===== src/rtl/isc_pkg.sv =====
// ----------------------------------------------------------------------------
// isc_pkg
// Shared types and constants for the insertion sorter with compare count.
// ----------------------------------------------------------------------------
package isc_pkg;

  localparam int VALUE_W   = 32;
  localparam int COMPARE_W = 11;

  typedef struct packed {
    logic signed [VALUE_W-1:0] value;
    logic                      is_final;
  } isc_in_t;

  typedef struct packed {
    logic signed [VALUE_W-1:0]   sorted_value;
    logic        [COMPARE_W-1:0] compare_total;
    logic                        overflowed;
    logic                        end_of_run;
  } isc_out_t;

  // Control broadcast to every cell of the chain.
  typedef struct packed {
    logic insert;
    logic shift_left;
  } isc_cell_ctl_t;

endpackage


===== src/rtl/isc_cell.sv =====
// ----------------------------------------------------------------------------
// isc_cell
// One cell of the sorting chain: holds one value and its occupied flag.
// ----------------------------------------------------------------------------
module isc_cell
  import isc_pkg::*;
(
  input  logic                      clk,
  input  logic                      rst,
  input  isc_cell_ctl_t             ctl,
  input  logic signed [VALUE_W-1:0] new_value,
  input  logic signed [VALUE_W-1:0] left_value,
  input  logic                      left_occ,
  input  logic                      left_gt,
  input  logic signed [VALUE_W-1:0] right_value,
  input  logic                      right_occ,
  output logic signed [VALUE_W-1:0] value,
  output logic                      occ,
  output logic                      gt
);

  logic take;

  // A stored value strictly greater than the new one moves right.
  assign gt   = occ && (value > new_value);
  // The first empty cell also takes part in an insertion.
  assign take = gt || (!occ && left_occ);

  always_ff @(posedge clk) begin
    if (ctl.insert && take) begin
      value <= left_gt ? left_value : new_value;
    end else if (ctl.shift_left) begin
      value <= right_value;
    end
  end

  always_ff @(posedge clk) begin
    if (rst) begin
      occ <= 1'b0;
    end else if (ctl.insert && take) begin
      occ <= 1'b1;
    end else if (ctl.shift_left) begin
      occ <= right_occ;
    end
  end

endmodule


===== config.mk =====
export PLATFORM = sky130hd
export DESIGN_NAME = isc_cell
export DESIGN_NICKNAME = d
export VERILOG_FILES = /design/src/rtl/isc_pkg.sv /design/src/rtl/isc_cell.sv
export SDC_FILE = /design/constraint.sdc
export NUM_CORES = 1
export LEC_CHECK = 0
export BUFFER_PORTS_ARGS = -buffer_cell sky130_fd_sc_hd__clkbuf_2
export CAP_MARGIN = 15
export CORE_ASPECT_RATIO = 2
export CORE_MARGIN = 2
export CORE_UTILIZATION = 50
export CTS_BUF_LIST = sky130_fd_sc_hd__clkbuf_8 sky130_fd_sc_hd__clkbuf_16
export CTS_CLUSTER_DIAMETER = 60
export CTS_CLUSTER_SIZE = 10
export DETAILED_ROUTE_END_ITERATION = 16
export HOLD_SLACK_MARGIN = 0.05
export PLACE_DENSITY = 0.88
export SYNTH_ARGS = -nofsm -noshare
export SYNTH_HDL_FRONTEND = slang
export SYNTH_SLANG_ARGS = --single-unit

===== constraint.sdc =====
create_clock -name clk -period 8 [get_ports clk]
set_input_delay 0.8 -clock clk [delete_from_list [all_inputs] [get_ports clk]]
set_output_delay 0.8 -clock clk [all_outputs]
set_load 0.01 [all_outputs]

# --- Word level (Yosys, flattened, before mapping) ---
# Index checks and enable logic that the tools add are counted.
# Widths: inputs -> output; s select.
totals:
  input_bits: 103
  mem_bits_rw: 0
  out_inout_bits: 34
  rom_bits: 0
  reg_bits: 33
  latch_bits: 0
  mem_count: 0
classes:
  n_bitwise: 0
  div_mod_pow: 0
  muxes: 5
  n_addsub: 0
  n_mul: 0
  reduce_logical: 6
  n_lt_le_gt_ge: 1
  shifts: 0
  n_eq_ne: 0
ops:
  columns: ["op", "n"]
  rows:
  - ["$mux 32", 3]
  - ["$gt 32x32->1", 1]
  - ["$logic_and 1x1->1", 3]
  - ["$mux 1", 2]
  - ["$reduce_bool 2->1", 1]
  - ["$logic_not 1->1", 1]
  - ["$logic_or 1x1->1", 1]

# --- Longest topological paths before layout ---
# Gate-level depths: netlist (run 1).
logic_depth:
  word_depth: 5
  mapped_depth: 11

# --- Worst setup path before layout (run 1) ---
# Ideal clock, no wire load.
synth_timing:
  kind: "in2reg"
  start: "input port new_value[25]"
  end: "register value[0] (enable)"
  path_buffers: 0
  stages: 10
  arrival_ps: 3224
  path_slack_ps: 4382
  cell_sequence: "inv_1 ha_1 a21o_1 a221o_1 a221oi_1 o21ai_1 a21oi_1 xor2_1 a31oi_1 nand2b_1"
synth_between:
  elab_chain_cells: 5
synth_rtl:
  columns: ["element", "line", "source"]
  rows:
  - ["start, declared", "isc_cell.sv:11", "input logic signed [VALUE_W-1:0] new_value,"]
  - ["$gt 32x32->1", "isc_cell.sv:25", "assign gt = occ && (value > new_value);"]
  - ["$logic_and 1x1->1", "isc_cell.sv:25", null]
  - ["$logic_or 1x1->1", "isc_cell.sv:27", "assign take = gt || (!occ && left_occ);"]
  - ["$logic_and 1x1->1", "isc_cell.sv:30", "if (ctl.insert && take) begin"]
  - ["$reduce_bool 2->1 (no line)", null, null]
  - ["end signal, assigned", "isc_cell.sv:31", "value <= left_gt ? left_value : new_value;"]
  - ["end signal, assigned", "isc_cell.sv:33", "value <= right_value;"]
  - ["end, declared", "isc_cell.sv:17", "output logic signed [VALUE_W-1:0] value,"]
# No other way between the ends.
# A chain may end at the register's enable or synchronous reset.

# --- Final worst setup path (run 1) ---
layout_timing:
  start: "input port new_value[31]"
  end: "output port gt"
layout_between:
  elab_chain_cells: 2
layout_rtl:
  columns: ["element", "line", "source"]
  rows:
  - ["$gt 32x32->1", "isc_cell.sv:25", null]
  - ["$logic_and 1x1->1", "isc_cell.sv:25", null]
  - ["end, declared", "isc_cell.sv:19", "output logic gt"]
# No other way between the ends.

==> summary.md, run 1 <==
| Metric | Value |
|---|---|
| Setup_tns | 0 ns |
| DR vias | 2,474 |
| Drt first-iter violations | 99 |
| Most frequent cells in the layout | clkbuf_2 (136), nand2_1 (39), inv_1 (34), o21ai_0 (34) |
| Kind of cell adding the most delay to the critical path | simple AND/OR/NAND/NOR gates |
| Worst-path cell chain | clkbuf_2 > inv_1 > ha_1 > and4_1 > nand4_1 > nor4_1 > a21oi_1 > xor2_1 > and2_2 > clkbuf_2 |
| Worst path bufs/invs | 3 |
| Hold Vio Cnt, Final | 0 |
| Final nets | 527 |
| Yosys warns | 0 |
| Initial antenna violation count | 0 |
| Fill count | 430 |
| First-pass GRT wire length | 10,800 um |
| CP peak stage delay | 0.42 ns |
| Setup Viol. Count Final | 0 |
| P_leak | 1.83 nW |
| Min cycle time layout | 3.65 ns |
| Most Frequent Cell on Critical Path | clkbuf_2 |
| Routed Antenna Nets | 0 |
| Reg clk slew, reported paths | 0.07 ns |
| Worst setup SP type | input port |
| CTS Buf Count | 5 |
| Crit path kind | input port to output pin |
| Synthesized area per cell | 10.4 um^2 |
| IO Pins | 137 |
| Drt total wl | 6860 um |
| Fraction of layout cells with a size suffix above 1 | 45.5% |
| Hold slack | 0.590 ns |
| Chip height | 108 um |
| Clock sinks | 33 |
| Core box area | 5180 um^2 |
| CP required | 7.20 ns |
| Vias per cell | 5.49 |
| Resized Gates After CTS | 0 |
| RSZ-0062 raised after global routing | no |
| Slew headroom | 30.9% |
| Largest net degree at the start of global routing | 64 |
| Die Wd | 55.8 um |
| Worst Setup End Kind | output pin |
| Commonest non-fill, non-tap cell in the layout | clkbuf_2 |
| Hold Crit Class | flop to flop |
| Port-buffer cells | 136 |
| Clock latency on the worst-skew pair | 0.28 ns |
| H-Tree Depth | 2 |
| Fmax | 274 MHz |
| Max-Cap Viols | 0 |
| Remaining global-route overflow | 0 |
| Worst endpoint data arrival time | 2.85 ns |
| Root Driver | clkbuf_8 |
| Area Growth Syn to Fin | 28.0% |
| Vias in the first global route | 2,546 |
| Syn Inst Count | 259 |
| CTS max path bufs | 2 |
| Reg2Reg Setup Slack | 4.67 ns |
| Setup Fix Bufs, Post-CTS | 0 |
| Synth Register Bits | 33 |
| CTS tree | yes |
| Post-Route Skew | 0.00366 ns |
| Die area | 6010 um^2 |
| Period utilization | 45.6% |
| GRT Overall Usage | 23.0% |
| Critical-path top delay cell | nor4_1 |
| Diode count | 0 |
| First drt pass iteration count | 4 |
| Remaining DRCs | 0 |
| Num rows | 37 |
| Worst-Margin Slew | 1.04 ns |
| Final Max Slew Viols | 0 |
| Sequential element share of the synthesized area | 36.5% |
| Crit Path Max Fanout | 3 |
| Synth unique cells | 31 |
| Detail Placement HPWL | 5570 um |
| Initial Utilization | 51.8% |
| Syn Nets | 394 |
| Post-Syn Area | 2690 um^2 |
| Worst VDD drop | 0.000143 V |
| Pwr/cell area | 162 nW/um^2 |
| CTS Hold Bufs | 0 |
| Placer Congestion | 0.797 |
| Outcome | completed |
| Average routed wire per standard cell | 15.2 um |
-- sequential cells by signal (all words and copies together), names as in the netlist --
name   flops
occ        1
value     32
-- path summary, 6_finish.rpt --
kind	from	to	cells past startpoint
setup reg to reg	value[31]$_DFFE_PP_	value[0]$_DFFE_PP_	8
setup / recovery	new_value[31]	gt	10
hold / removal	occ$_SDFFE_PP0P_	occ$_SDFFE_PP0P_	2
hold reg to reg	occ$_SDFFE_PP0P_	occ$_SDFFE_PP0P_	2
-- where the power goes --
| part | switching (W) | internal (W) | total [W] | leakage, nW |
|---|---|---|---|---|
| combinational | 0.0000991 | 0.0000993 | 0.000198 | 1.45 |
| clock | 0.0000633 | 0.0000591 | 0.000122 | 0.0491 |
| sequential | 0.0000150 | 0.000221 | 0.000236 | 0.329 |
-- layout make-up --
type / instances / area, um^2 / area share (%)
inverter: 33 / 124 / 3.60
multi-input combinational: 183 / 1500 / 43.6
timing repair buffer: 136 / 681 / 19.8
sequential: 33 / 981 / 28.5
clock buffer: 5 / 68.8 / 2.00
tap: 58 / 72.6 / 2.11
clock inverter: 3 / 13.8 / 0.400
-- logic make-up (layout without fill, tap and decap cells) --
kind of cell	Yosys count	after routing	synth area share, %
adders and majority gates	32	32	14.9
and+or+nand+nor	57	57	9.46
DFF	33	33	36.5
buffers and inverters	43	177	7.83
xor gates and xnor gates	1	1	0.326
muxes	34	34	18.4
AOI/OAI and AO/OA	59	59	12.6
-- tightest hold or removal path: cells and delay by family (launching register included) --
family / cells / cell delay (ns)
multiplexers: 1 / 0.13
flip-flops: 1 / 0.34
AO/OA/AOI/OAI: 1 / 0.08
-- Yosys cell counts (all sizes together) --
cell / instances / share of area, %
o211ai: 2 / 0.56
nand2: 39 / 5.4
edfxtp: 32 / 36
nand2b: 1 / 0.23
a21oi: 14 / 2.6
and4: 1 / 0.33
a31oi: 1 / 0.23
o21ai: 35 / 6.5
dfxtp: 1 / 0.75
nor2: 2 / 0.28
a221o: 1 / 0.37
inv: 33 / 4.6
mux2i: 1 / 0.37
xor2: 1 / 0.33
a21boi: 1 / 0.28
ha: 32 / 15
a21o: 1 / 0.28
mux2: 33 / 18
clkbuf: 7 / 0.98
buf: 3 / 2.2
nor4: 2 / 0.47
nand4: 6 / 1.4
and2: 2 / 0.51
a31o: 1 / 0.65
nor2b: 1 / 0.23
a2111o: 1 / 0.42
nand3: 3 / 0.56
a221oi: 2 / 0.65
-- metrics by stage --
stage / power (W) / instances / worst slack [ns] / instance area [um^2] / util, %
2_1_floorplan: 0.000369 / 259 / 4.38 / 2690 / -
3_3_place_gp: 0.000429 / 443 / 4.21 / 3360 / 64.7
3_5_place_dp: 0.000438 / 443 / 4.14 / 3360 / 64.7
4_1_cts: 0.000560 / 451 / 4.31 / 3440 / 66.3
5_1_grt: 0.000590 / 451 / 4.10 / 3440 / 66.3
6_report: 0.000557 / 451 / 4.35 / 3440 / 66.3
-- layer usage --
layer  global-route usage, %  share of wire [%]
met5                       0                  0
met4                    9.86                2.8
met3                    3.37                4.9
met2                    46.4                 58
met1                    22.2                 34
Power figures use the tool's default switching activity.
==> run 2: changes to the inputs <==
ABC_AREA = 1   (was default)
CORE_UTILIZATION = 42   (was 50)
PLACE_DENSITY = 0.79   (was 0.88)
clock period = 3 ns   (was 8 ns; I/O delays follow)
==> run 2 against run 1 <==
Net effect: global-route usage shrank 1.6 points; count of clock-buffer cells in the layout is the same; final cell count increased by 29%; total power rose to 3.2 times the previous value; core utilization down 8.2 points; sequential power rose to 2.6 times the previous value; critical endpoint is now value[12]$_DFFE_PP_; largest cell class unchanged; largest power group is now the clock network.
==> summary.md, run 2 <==
| Metric | Value |
|---|---|
| Outcome | completed (unchanged) |
| GRT Overall Usage | 21.4% (was 23.0%) |
| CTS Buf Count | 5 (unchanged) |
| Num rows | 41 (was 37) |
| Mux contribution to synthesized area | 0.416% (was 18.4%) |
| Slew headroom | 41.3% (was 30.9%) |
| Min cycle time layout | 2.57 ns |
| Crit path kind | flop to flop (was input port to output pin) |
| Placer Congestion | 0.775 (was 0.797) |
| Adder and majority gate portion of the synthesized area | 14.8% (was 14.9%) |
| Setup Viol. Count Final | 0 (unchanged) |
| Crit Path Max Fanout | 22 (was 3) |
| Cell taking the most area after synthesis | edfxtp_1 (unchanged) |
| Syn Nets | 497 (was 394) |
| Clock power frac | 37.2% (was 22.0%) |
| Vias in the first global route | 2,811 (was 2,546) |
| Synth Register Bits | 33 (unchanged) |
| Regs by FF count | value (32), occ (1) (unchanged) |
| Hold Crit Class | input port to flop (was flop to flop) |
| Synthesized-area fraction occupied by and/or/nand/nor cells | 28.4% (was 9.46%) |
| Most frequent cells in the layout | clkbuf_2 (136), nand2_1 (132), inv_1 (43), nand3_1 (34), o21ai_0 (34) (was clkbuf_2 (136), nand2_1 (39), inv_1 (34), o21ai_0 (34)) |
| Die Wd | 60.8 um (was 55.8 um) |
| Largest family of logic cells by synthesized area | simple AND/OR/NAND/NOR gates (was multiplexers) |
| Die area | 7140 um^2 (was 6010 um^2) |
| First-pass GRT wire length | 11,700 um (was 10,800 um) |
| Final nets | 629 (was 527) |
| Diode count | 0 (unchanged) |
| Reg2Reg Setup Slack | 0.43 ns (was 4.67 ns) |
| Vias per cell | 4.91 (was 5.49) |
| Worst-Margin Slew | 0.880 ns (was 1.04 ns) |
| Setup_tns | 0 ns (unchanged) |
| Biggest register | value (unchanged) |
| Max-Cap Viols | 0 (unchanged) |
| Max FFs per register | 32 (unchanged) |
| Power Internal | 0.00126 W (was 0.000379 W) |
| Post-Synth XOR/XNOR Area | 0% (was 0.326%) |
| Chip height | 118 um (was 108 um) |
| Pwr/cell area | 490 nW/um^2 (was 162 nW/um^2) |
| Reg clk slew, reported paths | 0.06 ns (was 0.07 ns) |
| Fmax | 388 MHz |
| Area share of the leading cell type in the synthesized netlist | 35.5% (was 35.8%) |
| H-Tree Depth | 2 (unchanged) |
| Worst setup SP type | flop (was input port) |
| Async SR Flop Fraction | 0% (unchanged) |
| Sequential element share of the synthesized area | 36.2% (was 36.5%) |
| Syn Inst Count | 362 (was 259) |
| Area Growth Syn to Fin | 34.2% (was 28.0%) |
| Fin util | 58.1% (was 66.3%) |
| Register area | 981 um^2 (unchanged) |
| IO Pins | 137 (unchanged) |
| Drt first-iter violations | 107 (was 99) |
| Commonest non-fill, non-tap cell in the layout | clkbuf_2 (unchanged) |
| Clock sinks | 33 (unchanged) |
| Area after DPL | 3440 um^2 (was 3360 um^2) |
| Port-buffer cells | 136 (unchanged) |
| Reg power frac | 34.7% (was 42.4%) |
| Remaining DRCs | 0 (unchanged) |
| Yosys warns | 0 (unchanged) |
| Post-Syn Area | 2710 um^2 (was 2690 um^2) |
| Routed Antenna Nets | 0 (unchanged) |
| Period utilization | 85.8% |
| Prevailing post-synth register cell | edfxtp_1 (unchanged) |
| Final Instance Area | 3630 um^2 (was 3440 um^2) |
| Initial antenna violation count | 0 (unchanged) |
| Worst VDD drop | 0.000284 V (was 0.000143 V) |
| Synth unique cells | 23 (was 31) |
| Remaining global-route overflow | 0 (unchanged) |
| Pwr Total | 0.00178 W (was 0.000557 W) |
| Worst endpoint data arrival time | 2.52 ns (was 2.85 ns) |
| Area occupied by multi-input gates | 1470 um^2 (was 1500 um^2) |
| Worst Setup End Kind | flop (was output pin) |
| Root Driver | clkbuf_16 (was clkbuf_8) |
| Largest net degree at the start of global routing | 52 (was 64) |
| Final Max Slew Viols | 0 (unchanged) |
| DR vias | 2,850 (was 2,474) |
| Post-Route Skew | 0.00512 ns (was 0.00366 ns) |
| Switching Share | 29.1% (was 31.9%) |
| Hold Vio Cnt, Final | 0 (unchanged) |
| Resized Gates After CTS | 0 (unchanged) |
| Synthesized area per cell | 7.48 um^2 (was 10.4 um^2) |
| Worst Setup SP | value[31]$_DFFE_PP_ (was new_value[31]) |
| Fill count | 610 (was 430) |
| End of the critical path | value[12]$_DFFE_PP_ (was gt) |
| Sw Pwr | 0.000518 W (was 0.000177 W) |
| CTS tree | yes (unchanged) |
| First drt pass iteration count | 4 (unchanged) |
| Largest cells by area after synthesis | edfxtp_1 (35%), nand2_1 (18%), ha_1 (15%) (was edfxtp_1 (36%), mux2_4 (17%), ha_1 (15%)) |
| Number of synthesized flops with an enable pin | 32 (unchanged) |
| RR Endpoint | value[12]$_DFFE_PP_ (was value[0]$_DFFE_PP_) |
| Average routed wire per standard cell | 12.8 um (was 15.2 um) |
| Post-synth top cells | nand2_1 (132), inv_1 (43), nand3_1 (34), o21ai_0 (34) (was nand2_1 (39), o21ai_0 (34), inv_1 (33)) |
| Clock latency on the worst-skew pair | 0.28 ns (about the same) |
| CTS max path bufs | 2 (unchanged) |
| Combinational Power Share | 28.1% (was 35.7%) |
| Initial Utilization | 43.3% (was 51.8%) |
| Worst setup margin | 0.425 ns (was 4.35 ns) |
| CP required | 2.95 ns (was 7.20 ns) |
| Pre-CTS setup slack | 0.379 ns (was 4.14 ns) |
| Core box area | 6260 um^2 (was 5180 um^2) |
| Most frequent cell after synthesis | nand2_1 (unchanged) |
| Detail Placement HPWL | 5920 um (was 5570 um) |
| Synth Area in Compound Gates | 10.7% (was 12.6%) |
| RSZ-0062 raised after global routing | no (unchanged) |
| Reg-to-Reg Start | value[31]$_DFFE_PP_ (unchanged) |
| R2R depth | 12 (was 8) |
| CTS Hold Bufs | 0 (unchanged) |
| Setup Fix Bufs, Post-CTS | 0 (unchanged) |
| Fraction of layout cells with a size suffix above 1 | 31.7% (was 45.5%) |
| P_leak | 2.07 nW (was 1.83 nW) |
| Drt total wl | 7450 um (was 6860 um) |
run 2: through the flow:
stage	hold WS [ns]	std cells
2_1_floorplan	0.362	362
3_3_place_gp	0.467	573
3_5_place_dp	0.468	573
4_1_cts	0.174	581
5_1_grt	0.176	581
6_report	0.179	581
run 2: power by group through the flow:
stage | logic (W) | clock network (W) | registers (W)
after floorplan | 0.000285 | 0 | 0.000649
after global placement | 0.000493 | 0 | 0.000625
after detailed placement | 0.000505 | 0 | 0.000627
after CTS | 0.000508 | 0.000678 | 0.000618
after global routing | 0.000573 | 0.000688 | 0.000624
final | 0.000500 | 0.000664 | 0.000618
run 2: cell families (layout without fill, tap and decap cells):
group                      after synthesis  count (layout)
AOI/OAI and AO/OA                       55              55
and+or+nand+nor                        181             181
adders and majority gates               32              32
buffers and inverters                   60             193
muxes                                    1               1
DFF                                     33              33
run 2: layout make-up:
cell class              instances  share of cell area (%)
multi-input cells             269                    40.4
well taps                      86                    2.96
inverters                      43                    4.44
repair buffers                142                    20.0
clock buffers                   5                    3.44
flip-flops and latches         33                    27.0
clock inverters                 3                    1.79
run 2: per-layer routing:
layer / wire (um) / global-route usage, %
met2: 4350 / 41.7
met1: 2620 / 20.7
met3: 305 / 2.31
met4: 181 / 8.56
met5: 0 / 0
run 2: worst min-delay path by stage:
stage | start | depth (start not counted) | endpoint | slack (ns)
2_1_floorplan | rst | 1 | occ$_SDFFE_PP0P_ | 0.36
3_3_place_gp | rst | 2 | occ$_SDFFE_PP0P_ | 0.47
3_5_place_dp | rst | 2 | occ$_SDFFE_PP0P_ | 0.47
4_1_cts | rst | 2 | occ$_SDFFE_PP0P_ | 0.17
5_1_grt | rst | 2 | occ$_SDFFE_PP0P_ | 0.18
6_report | rst | 2 | occ$_SDFFE_PP0P_ | 0.18
run 2: worst max-delay path, cell delays in order (launching register included):
cell and delay (ns):
edfxtp_1 0.39, ha_1 0.37, nand2_1 0.10, nor2_2 0.12
nand2_1 0.13, nor4_4 0.17, nand2_1 0.10, nand3_1 0.10
nand3_2 0.12, nand2_4 0.09, nand2_4 0.13, nand2_1 0.11
buf_4 0.31
==> run 3: changes to the inputs <==
ABC_AREA = default   (was 1)
==> run 3 against run 2 <==
Net effect: die area decreased by 0.75%; maximum frequency decreased by 11%; first-iteration DRC count decreased by 44%; via count decreased by 13%; clock skew about the same; wire length decreased by 3.2%; count of clock-buffer cells in the layout increased by 1; critical endpoint is now value[14]$_DFFE_PP_; largest cell class unchanged; largest power group is now sequential cells; highest routed layer unchanged.
==> summary.md, run 3 (synthesis results as in run 1) <==
| Metric | Value |
|---|---|
| Outcome | completed (unchanged) |
| Max-Cap Viols | 0 (unchanged) |
| Remaining global-route overflow | 0 (unchanged) |
| Worst VDD drop | 0.000451 V (was 0.000284 V) |
| Fill count | 562 (was 610) |
| Clock sinks | 33 (unchanged) |
| IO Pins | 137 (unchanged) |
| Final nets | 541 (was 629) |
| Detail Placement HPWL | 5760 um (was 5920 um) |
| Vias in the first global route | 2,534 (was 2,811) |
| RSZ-0062 raised after global routing | yes (was no) |
| Drt first-iter violations | 60 (was 107) |
| Regs by FF count | value (32), occ (1) (unchanged) |
| Remaining DRCs | 0 (unchanged) |
| Average routed wire per standard cell | 14.6 um (was 12.8 um) |
| Pre-CTS setup slack | -0.0338 ns (was 0.379 ns) |
| Initial Utilization | 42.9% (was 43.3%) |
| Diode count | 0 (unchanged) |
| DR vias | 2,469 (was 2,850) |
| Reg clk slew, reported paths | 0.05 ns (was 0.06 ns) |
| Worst-Margin Slew | 0.504 ns (was 0.880 ns) |
| Setup_tns | 0 ns (unchanged) |
| Period utilization | 96.1% (was 85.8%) |
| Setup Viol. Count Final | 0 (unchanged) |
| Hold Vio Cnt, Final | 0 (unchanged) |
| Die area | 7090 um^2 (was 7140 um^2) |
| Fraction of layout cells with a size suffix above 1 | 49.4% (was 31.7%) |
| Port-buffer cells | 136 (unchanged) |
| Drt total wl | 7210 um (was 7450 um) |
| H-Tree Depth | 2 (unchanged) |
| Register area | 981 um^2 (unchanged) |
| P_leak | 1.98 nW (was 2.07 nW) |
| GRT Overall Usage | 20.2% (was 21.4%) |
| Die Wd | 60.6 um (was 60.8 um) |
| Crit Path Max Fanout | 17 (was 22) |
| Pwr/cell area | 482 nW/um^2 (was 490 nW/um^2) |
| Worst Setup End Kind | flop (unchanged) |
| Vias per cell | 5.01 (was 4.91) |
| Worst endpoint data arrival time | 2.90 ns (was 2.52 ns) |
| Core box area | 6260 um^2 (unchanged) |
| CP required | 3.02 ns (was 2.95 ns) |
| First drt pass iteration count | 4 (unchanged) |
| Clock latency on the worst-skew pair | 0.27 ns (was 0.28 ns) |
| First-pass GRT wire length | 10,800 um (was 11,700 um) |
| Hold Crit Class | input port to flop (unchanged) |
| Most frequent cells in the layout | clkbuf_2 (136), nand2_1 (39), inv_1 (34), o21ai_0 (33), edfxtp_1 (32) (was clkbuf_2 (136), nand2_1 (132), inv_1 (43), nand3_1 (34), o21ai_0 (34)) |
| Crit path kind | flop to flop (unchanged) |
| Root Driver | clkbuf_16 (unchanged) |
| CTS Hold Bufs | 0 (unchanged) |
| Fin util | 61.0% (was 58.1%) |
| Slew headroom | 66.1% (was 41.3%) |
| Fmax | 347 MHz (was 388 MHz) |
| Final Max Slew Viols | 0 (unchanged) |
| Chip height | 117 um (was 118 um) |
| Post-Route Skew | 0.00473 ns (was 0.00512 ns) |
| Placer Congestion | 0.825 (was 0.775) |
| Initial antenna violation count | 0 (unchanged) |
| Routed Antenna Nets | 0 (unchanged) |
| Min cycle time layout | 2.88 ns (was 2.57 ns) |
| Commonest non-fill, non-tap cell in the layout | clkbuf_2 (unchanged) |
| Max FFs per register | 32 (unchanged) |
| Worst setup margin | 0.116 ns (was 0.425 ns) |
| Area occupied by multi-input gates | 1560 um^2 (was 1470 um^2) |
| Area Growth Syn to Fin | 42.1% (was 34.2%) |
| Worst setup SP type | flop (unchanged) |
| Largest net degree at the start of global routing | 36 (was 52) |
| CTS tree | yes (unchanged) |
| CTS max path bufs | 2 (unchanged) |
| CTS Buf Count | 5 (unchanged) |
| Num rows | 41 (unchanged) |
| Biggest register | value (unchanged) |
| Pwr Total | 0.00184 W (was 0.00178 W) |
run 3: metal layers:
layer	up-vias	GRT usage, %	routed length [um]
met2	71	39.4	4220
met3	10	2.20	238
li1	1225	-	-
met1	1163	21.1	2600
met5	-	0	0
met4	0	6.96	152
run 3: stage by stage:
| stage | instance area [um^2] | hold slack [ns] | instances |
|---|---|---|---|
| floorplan | 2690 | 0.369 | 259 |
| global placement | 3490 | 0.469 | 479 |
| detailed placement | 3490 | 0.467 | 479 |
| CTS | 3730 | 0.185 | 490 |
| global route | 3820 | 0.187 | 493 |
| finish | 3820 | 0.193 | 493 |
run 3: path summary, 6_finish.rpt:
| check | from | slack [ns] | endpoint | cells past startpoint |
|---|---|---|---|---|
| min reg2reg | occ$_SDFFE_PP0P_ | 0.61 | occ$_SDFFE_PP0P_ | 2 |
| max | value[25]$_DFFE_PP_ | 0.12 | value[14]$_DFFE_PP_ | 10 |
| min | rst | 0.19 | occ$_SDFFE_PP0P_ | 2 |
| max reg2reg | value[25]$_DFFE_PP_ | 0.12 | value[14]$_DFFE_PP_ | 10 |
run 3: area by class of cell:
type                            count  share of cell area [%]
Clock buffer                        6                    3.64
Clock inverter                      2                   0.885
Inverter                           33                    3.24
Multi-Input combinational cell    183                    41.0
Sequential cell                    33                    25.7
Tap cell                           86                    2.82
Timing Repair Buffer              150                    22.7
run 3: worst max-delay path: stages, from the launching register on:
cell	delay, ns
edfxtp_1	0.43
ha_4	0.24
a21o_1	0.17
a221o_1	0.33
a221oi_2	0.24
o21ai_1	0.11
a21oi_2	0.16
xor2_2	0.20
a31o_4	0.24
buf_12	0.19
mux2_4	0.32
run 3: report_power, final:
group | switching (W) | total, W | internal (W)
registers | 0.0000420 | 0.000631 | 0.000589
clock network | 0.000178 | 0.000589 | 0.000411
logic | 0.000291 | 0.000621 | 0.000331
run 3: repair_timing:
action | CTS | global route
gates cloned | 1 | 2
pin swaps | 5 | 6
gates resized for setup | 3 | 10
buffers inserted | 2 | 1
endpoints found under the setup margin | 32 | 65
